$ cat config.mk
export PLATFORM = sky130hd
export DESIGN_NAME = rectangle_difference
export DESIGN_NICKNAME = d
export VERILOG_FILES = /design/src/design/rdiff_pkg.sv /design/src/design/rdiff_clip.sv /design/src/design/rdiff_emit.sv /design/src/design/rectangle_difference.sv
export VERILOG_INCLUDE_DIRS = /design/src /design/src/design
export SDC_FILE = /design/constraint.sdc
export NUM_CORES = 1
export LEC_CHECK = 0
export BUFFER_PORTS_ARGS = -buffer_cell sky130_fd_sc_hd__clkbuf_2
export CORE_ASPECT_RATIO = 1.4
export CORE_MARGIN = 2
export CORE_UTILIZATION = 35
export CTS_BUF_LIST = sky130_fd_sc_hd__clkbuf_8
export CTS_CLUSTER_SIZE = 30
export DETAILED_ROUTE_END_ITERATION = 6
export PLACE_DENSITY = 0.53
export SYNTH_ARGS = -nofsm -noshare
export SYNTH_HDL_FRONTEND = slang
export SYNTH_SLANG_ARGS = --single-unit
$ cat constraint.sdc
create_clock -name clk -period 21.9 [get_ports clk]
set_clock_uncertainty 0.2 [all_clocks]
set_input_delay 3.285 -clock clk [delete_from_list [all_inputs] [get_ports clk]]
set_output_delay 3.285 -clock clk [all_outputs]
set_load 0.005 [all_outputs]
$ cat src/design/rectangle_difference_macros.svh
// assertion macros for the rectangle difference block
// no dependencies; included by modules that carry assertions
`ifndef RECTANGLE_DIFFERENCE_MACROS_SVH
`define RECTANGLE_DIFFERENCE_MACROS_SVH
`ifndef SYNTHESIS
// same-cycle implication, disabled in reset
`define RDIFF_ASSERT_IMP(label, clk, rst_n, ante, cons) \
    label: assert property (@(posedge clk) disable iff (!rst_n) (ante) |-> (cons)) \
        else $error("rdiff implication check failed");
// next-cycle implication, disabled in reset
`define RDIFF_ASSERT_NXT(label, clk, rst_n, ante, cons) \
    label: assert property (@(posedge clk) disable iff (!rst_n) (ante) |=> (cons)) \
        else $error("rdiff next-cycle check failed");
`else
`define RDIFF_ASSERT_IMP(label, clk, rst_n, ante, cons)
`define RDIFF_ASSERT_NXT(label, clk, rst_n, ante, cons)
`endif
`endif

$ cat src/design/rdiff_pkg.sv
// shared types and widths for the rectangle difference block
// no dependencies
`default_nettype none
package rdiff_pkg;

    localparam int COORD_BITS = 15;
    localparam int POS_BITS   = COORD_BITS + 1;
    localparam int CALC_BITS  = COORD_BITS + 2;
    localparam int NUM_PIECES = 4;

    typedef logic signed [COORD_BITS-1:0] coord_t;
    typedef logic signed [POS_BITS-1:0]   pos_t;
    typedef logic        [COORD_BITS-1:0] size_t;
    typedef logic signed [CALC_BITS-1:0]  calc_t;

    typedef struct packed {
        pos_t  x;
        pos_t  y;
        size_t w;
        size_t h;
    } piece_t;

    // up to four pieces; bit order of mask gives emission order
    typedef struct packed {
        piece_t [NUM_PIECES-1:0] p;
        logic   [NUM_PIECES-1:0] mask;
    } piece_set_t;

endpackage
`default_nettype wire

$ cat src/design/rdiff_clip.sv
// combinational normalise, intersect and split of rectangle a by rectangle b
// depends on rdiff_pkg
`default_nettype none
module rdiff_clip
(
    input  wire rdiff_pkg::coord_t     a_x,
    input  wire rdiff_pkg::coord_t     a_y,
    input  wire rdiff_pkg::coord_t     a_w,
    input  wire rdiff_pkg::coord_t     a_h,
    input  wire rdiff_pkg::coord_t     b_x,
    input  wire rdiff_pkg::coord_t     b_y,
    input  wire rdiff_pkg::coord_t     b_w,
    input  wire rdiff_pkg::coord_t     b_h,
    output rdiff_pkg::piece_set_t      set
);
    import rdiff_pkg::*;

    calc_t ax, ay, aw, ah, bx, by, bw, bh;
    calc_t ar, ab, br, bb;
    calc_t cx, cy, cr, cb, cw, ch;
    logic  overlap;

    function automatic piece_t make_piece(calc_t x, calc_t y, calc_t w, calc_t h);
        piece_t pc;
        pc.x = pos_t'(x[POS_BITS-1:0]);
        pc.y = pos_t'(y[POS_BITS-1:0]);
        pc.w = w[COORD_BITS-1:0];
        pc.h = h[COORD_BITS-1:0];
        return pc;
    endfunction

    always_comb
    begin
        // negative size: flip it and pull the corner back
        aw = (a_w < 0) ? -calc_t'(a_w) : calc_t'(a_w);
        ax = (a_w < 0) ? calc_t'(a_x) + calc_t'(a_w) : calc_t'(a_x);
        ah = (a_h < 0) ? -calc_t'(a_h) : calc_t'(a_h);
        ay = (a_h < 0) ? calc_t'(a_y) + calc_t'(a_h) : calc_t'(a_y);
        bw = (b_w < 0) ? -calc_t'(b_w) : calc_t'(b_w);
        bx = (b_w < 0) ? calc_t'(b_x) + calc_t'(b_w) : calc_t'(b_x);
        bh = (b_h < 0) ? -calc_t'(b_h) : calc_t'(b_h);
        by = (b_h < 0) ? calc_t'(b_y) + calc_t'(b_h) : calc_t'(b_y);

        ar = ax + aw;
        ab = ay + ah;
        br = bx + bw;
        bb = by + bh;

        cx = (ax > bx) ? ax : bx;
        cy = (ay > by) ? ay : by;
        cr = (ar < br) ? ar : br;
        cb = (ab < bb) ? ab : bb;
        cw = cr - cx;
        ch = cb - cy;
        overlap = (cw > 0) && (ch > 0);

        set.p[0] = make_piece(ax, ay, aw, cy - ay);
        set.p[1] = make_piece(ax, cb, aw, ab - cb);
        set.p[2] = make_piece(ax, cy, cx - ax, ch);
        set.p[3] = make_piece(cr, cy, ar - cr, ch);
        set.mask = {(ar != cr), (ax != cx), (ab != cb), (ay != cy)};

        if (!overlap)
        begin
            set.p[0] = make_piece(ax, ay, aw, ah);
            set.mask = 4'b0001;
        end
    end

endmodule
`default_nettype wire

$ cat src/design/rdiff_emit.sv
// piece bank and output register; sends pending pieces one per cycle unless the output stalls
// depends on rdiff_pkg and rectangle_difference_macros.svh
`default_nettype none
`include "rectangle_difference_macros.svh"
module rdiff_emit
(
    input  wire                        clk,
    input  wire                        rst_n,
    input  wire                        set_valid,
    input  wire rdiff_pkg::piece_set_t set,
    output logic                       set_ready,
    output logic                       out_valid,
    input  wire                        out_stall,
    output rdiff_pkg::pos_t            piece_x,
    output rdiff_pkg::pos_t            piece_y,
    output rdiff_pkg::size_t           piece_w,
    output rdiff_pkg::size_t           piece_h,
    output logic                       last_piece
);
    import rdiff_pkg::*;

    logic [NUM_PIECES-1:0]   mask_reg, mask_next;
    piece_t [NUM_PIECES-1:0] bank_reg;
    logic                    out_valid_reg, out_valid_next;
    piece_t                  out_piece_reg;
    logic                    last_reg;

    logic [NUM_PIECES-1:0]   sel, rest, mask_after;
    piece_t                  pick;
    logic                    take, load_set;

    always_comb
    begin
        sel  = mask_reg & (~mask_reg + NUM_PIECES'(1));
        rest = mask_reg & ~sel;
        pick = '0;
        for (int i = 0; i < NUM_PIECES; i++)
        begin
            if (sel[i])
            begin
                pick = bank_reg[i];
            end
        end
        take       = (mask_reg != '0) && (!out_valid_reg || !out_stall);
        mask_after = take ? rest : mask_reg;
        set_ready  = (mask_after == '0);
        load_set   = set_valid && set_ready;
        mask_next  = load_set ? set.mask : mask_after;
        if (take)
        begin
            out_valid_next = 1'b1;
        end
        else
        begin
            out_valid_next = out_valid_reg && out_stall;
        end
    end

    always_ff @(posedge clk or negedge rst_n)
    begin
        if (!rst_n)
        begin
            mask_reg      <= '0;
            out_valid_reg <= 1'b0;
        end
        else
        begin
            mask_reg      <= mask_next;
            out_valid_reg <= out_valid_next;
        end
    end

    always_ff @(posedge clk)
    begin
        if (load_set)
        begin
            bank_reg <= set.p;
        end
        if (take)
        begin
            out_piece_reg <= pick;
            last_reg      <= (rest == '0);
        end
    end

    assign out_valid  = out_valid_reg;
    assign piece_x    = out_piece_reg.x;
    assign piece_y    = out_piece_reg.y;
    assign piece_w    = out_piece_reg.w;
    assign piece_h    = out_piece_reg.h;
    assign last_piece = last_reg;

    // a non-final word on the port means its siblings are still banked
    `RDIFF_ASSERT_IMP(a_more_banked, clk, rst_n, out_valid_reg && !last_reg, mask_reg != '0)
    // banked pieces are never dropped or overwritten without a transfer
    `RDIFF_ASSERT_NXT(a_bank_holds, clk, rst_n, (mask_reg != '0) && !take, $stable(mask_reg))
    // the output word only appears by moving a banked piece
    `RDIFF_ASSERT_IMP(a_out_from_bank, clk, rst_n, $rose(out_valid_reg), $past(mask_reg != '0))

endmodule
`default_nettype wire

$ cat src/design/rectangle_difference.sv
// top level of the rectangle difference block
// depends on rdiff_pkg, rdiff_clip and rdiff_emit
`default_nettype none
// Rectangle difference: each input word carries rectangles a and b as corner plus
// signed size. Both are normalised (a negative size is negated and the corner moved
// back by it), then the parts of a lying outside b are sent as output words in the
// order top band, bottom band, left strip, right strip, skipping empty parts; the
// final word of an item has last_piece set. If a and b do not overlap with positive
// area, a alone is sent; if b covers a, nothing is sent. An item passes an input
// register, is split combinationally into a bank of up to four pieces, and the bank
// drains one piece a cycle through the output register unless the output is stalled.
// The output port sets the pace, and the input register can hold the next item while
// the bank still drains. No reset sweep.
module rectangle_difference
(
    input  wire                     clk,
    input  wire                     rst_n,
    input  wire                     in_valid,
    output logic                    in_stall,
    input  wire rdiff_pkg::coord_t  a_x,
    input  wire rdiff_pkg::coord_t  a_y,
    input  wire rdiff_pkg::coord_t  a_w,
    input  wire rdiff_pkg::coord_t  a_h,
    input  wire rdiff_pkg::coord_t  b_x,
    input  wire rdiff_pkg::coord_t  b_y,
    input  wire rdiff_pkg::coord_t  b_w,
    input  wire rdiff_pkg::coord_t  b_h,
    output logic                    out_valid,
    input  wire                     out_stall,
    output rdiff_pkg::pos_t         piece_x,
    output rdiff_pkg::pos_t         piece_y,
    output rdiff_pkg::size_t        piece_w,
    output rdiff_pkg::size_t        piece_h,
    output logic                    last_piece
);
    import rdiff_pkg::*;

    // input register, one word deep
    logic   in_valid_reg, in_valid_next;
    coord_t ax_reg, ay_reg, aw_reg, ah_reg;
    coord_t bx_reg, by_reg, bw_reg, bh_reg;
    logic   in_ready;

    // split result and bank handshake
    piece_set_t set;
    logic       set_ready;

    // register is free when empty or when its word moves into the bank
    assign in_ready = !in_valid_reg || set_ready;
    assign in_stall = !in_ready;

    always_comb
    begin
        if (in_ready)
        begin
            in_valid_next = in_valid;
        end
        else
        begin
            in_valid_next = in_valid_reg;
        end
    end

    always_ff @(posedge clk or negedge rst_n)
    begin
        if (!rst_n)
        begin
            in_valid_reg <= 1'b0;
        end
        else
        begin
            in_valid_reg <= in_valid_next;
        end
    end

    // payload needs no reset
    always_ff @(posedge clk)
    begin
        if (in_ready && in_valid)
        begin
            ax_reg <= a_x;
            ay_reg <= a_y;
            aw_reg <= a_w;
            ah_reg <= a_h;
            bx_reg <= b_x;
            by_reg <= b_y;
            bw_reg <= b_w;
            bh_reg <= b_h;
        end
    end

    // normalise, intersect and split into up to four pieces
    rdiff_clip u_clip
    (
        .a_x (ax_reg),
        .a_y (ay_reg),
        .a_w (aw_reg),
        .a_h (ah_reg),
        .b_x (bx_reg),
        .b_y (by_reg),
        .b_w (bw_reg),
        .b_h (bh_reg),
        .set (set)
    );

    // bank the pieces and send them one word a cycle unless the output stalls
    rdiff_emit u_emit
    (
        .clk        (clk),
        .rst_n      (rst_n),
        .set_valid  (in_valid_reg),
        .set        (set),
        .set_ready  (set_ready),
        .out_valid  (out_valid),
        .out_stall  (out_stall),
        .piece_x    (piece_x),
        .piece_y    (piece_y),
        .piece_w    (piece_w),
        .piece_h    (piece_h),
        .last_piece (last_piece)
    );

endmodule
`default_nettype wire
==> out/metrics.csv <==
metric;value;unit
status;completed;
regArea;10800;µm²
hold_viol;0;
syn-cell-area;26400;µm²
worstMarginPinSlew;1150;ps
yosys.area.top_type_share;40.2;%
fin_crit_sh;56.2;%
syn-mean-instance-area;10.1;µm²
synth_flop_cell;edfxtp_1;
ios;189;
ys_types;91;
ys_seq_area_share;40.7;%
drc_errors;0;
hold_start;u_emit.bank_reg[103]$_DFFE_PP_;
min_path_cells;2;
layout-drive-gt1-share;12.7;%
rr_worst_depth;46;
synth.area.top_cells;edfxtp_1, ha_1, xnor2_1;
hold_class;reg -> reg;
die_h;329;µm
synthArstFlopShare;1.67;%
coreArea;74900;µm²
cp_slowest_cell;o211ai_4;
area_growth;12.8;%
gp_routability_congestion;0.943;
wl_per_cell;22.4;µm
numCtsBuffers;61;
max_slew_margin;23.4;%
grt_first_pass_wirelength;129;mm
grt_use_total;22.1;%
slew_violations;0;
cp_data_arrival_time;12510;ps
fp.dieW;236;µm
required;22110;ps
setup_tns;0;ps
synth_edf_count;353;
period_needed;12300;ps
drv_cap;0;
wl;86.7;mm
yosys.area.top_type;edfxtp_1;
grt_max_degree;117;
via_count;21000;
clock.fmax;81.3;MHz
dp_hpwl;69.8;mm
root_buffer;clkbuf_8;
drt-pass1-iter-count;6;
clkTransAtPathRegs;60;ps
worstSetupStartpointType;register;
antenna_left;0;
postSynthRegisterBits;359;
row_count;119;
finalSetupViolCount;0;
worstPathMaxFanout;41;
largest_register_ffs;170;
fill_cells;7383;
cts_hold_buffers;0;
r2r_end;u_emit.bank_reg[4]$_DFFE_PP_;
grt_pass1_vias;21400;
cts_tree;done;
yosys_warnings;0;
slowest_delay;690;ps
postCtsSetupBuffers;0;
die-area;77600;µm²
grt-ovfl-total;0;
cts_resized;0;
r2r-start;ah_reg[0]$_DFFE_PP_;
path_class;reg -> reg;
antenna_found_initial;5;
hold_end;u_emit.piece_y[11]$_DFFE_PP_;
numPortBuffers;188;
rsz0062_at_grt;false;
multiInputGateArea;14500;µm²
syn_inst;2623;
cts_max_level;2;
start_util;35.2;%
clkLatencyLatePin;700;ps
worst_setup_path_end_kind;register;
clkSinkCount;359;
nets;3238;
viasPerCell;5.43;
ctsLongestPathBuffers;3;
drtIter0Drc;1386;
r2r_setup_slack;9600;ps
[cell usage in the layout, fill, tap and decap left out, types with 19 or more instances in the layout]
cell type,count
clkbuf_2,188
inv_1,261
o21a_1,28
clkbuf_8,68
nor3_1,36
xor2_1,73
o211ai_1,22
xnor2_1,168
buf_4,31
a31oi_1,21
nand2b_1,53
o21ai_0,158
a211oi_1,19
mux2i_1,61
nand3_1,34
and2_1,19
nor2b_1,42
a222oi_1,31
ha_1,252
a21oi_1,196
edfxtp_1,353
mux2_2,19
nor2_1,135
or3_1,22
a21o_1,93
o21bai_1,25
nand2_1,187
[cell usage after synthesis (25+ instances only)]
cell type,n
nor2_1,137
inv_1,245
a222oi_1,31
nand3_1,34
nor2b_1,44
o21bai_1,25
o21ai_0,158
xnor2_1,168
a21oi_1,197
ha_1,252
xor2_1,73
mux2i_1,61
a21o_1,93
o21a_1,28
nor3_1,36
nand2_1,187
nand2b_1,53
edfxtp_1,353
clkbuf_1,50
[routing by layer]
layer  part of all wire (%)  GRT usage (%)  vias to the layer above
li1                       -              -                    10100
met1                     37           23.2                    10100
met2                     52           41.6                      598
met3                    4.1           2.70                      209
met4                    7.1           14.2                        0
met5                      0              0                        -
[how the worst max path moves through the flow]
stage / from / cells after the start / to / slack, ps
2_1_floorplan: ah_reg[14]$_DFFE_PP_ / 49 / u_emit.bank_reg[13]$_DFFE_PP_ / 10800
3_3_place_gp: ah_reg[2]$_DFFE_PP_ / 45 / u_emit.bank_reg[2]$_DFFE_PP_ / 9930
3_5_place_dp: ah_reg[0]$_DFFE_PP_ / 46 / u_emit.bank_reg[14]$_DFFE_PP_ / 9750
4_1_cts: ah_reg[0]$_DFFE_PP_ / 46 / u_emit.bank_reg[4]$_DFFE_PP_ / 9630
5_1_grt: ah_reg[0]$_DFFE_PP_ / 46 / u_emit.bank_reg[4]$_DFFE_PP_ / 8770
6_report: ah_reg[0]$_DFFE_PP_ / 46 / u_emit.bank_reg[4]$_DFFE_PP_ / 9600
[stage by stage]
stage	util (%)	instances	area (µm²)	hold WS (ps)	setup slack [ps]
3_3_place_gp	38.2	3753	28600	314	9930
4_1_cts	39.7	3865	29800	297	9630
5_1_grt	39.8	3867	29800	320	8770
6_report	39.8	3868	29800	297	9600
2_1_floorplan	-	2626	26400	296	10800
3_5_place_dp	38.2	3753	28600	320	9750
[area by class of cell]
type,count,area share [%]
Antenna cell,3,0.0252
Clock buffer,68,3.14
Clock inverter,44,0.819
Inverter,250,3.17
Multi-Input combinational cell,1957,48.7
Sequential cell,359,36.1
Tap cell,968,4.07
Timing Repair Buffer,219,3.94
[cell families (layout without fill, tap and decap cells)]
| family | after synthesis | after routing | share of synthesized area [%] |
|---|---|---|---|
| other | 1 | 7 | 0.0142 |
| XOR/XNOR | 244 | 244 | 8.18 |
| multiplexers | 81 | 81 | 3.18 |
| adder cells (fa/ha/maj) | 274 | 274 | 13.3 |
| AO/OA/AOI/OAI | 730 | 730 | 18.4 |
| flip-flops | 359 | 359 | 40.7 |
| buffers and inverters | 310 | 581 | 4.47 |
| AND/OR/NAND/NOR | 624 | 624 | 11.7 |
[worst max-delay path: cells and delay by family, from the launching register on]
family / cells / cell delay (ps)
simple gates: 10 / 2380
xor+xnor: 3 / 560
buf+inv: 2 / 490
mux: 2 / 510
fa+ha+maj: 6 / 1870
flops: 1 / 460
compound gates: 23 / 5520
Power is left out: the tool's default activity adds up to more than one toggle a clock period on the data nets, which glitch-free logic cannot reach.
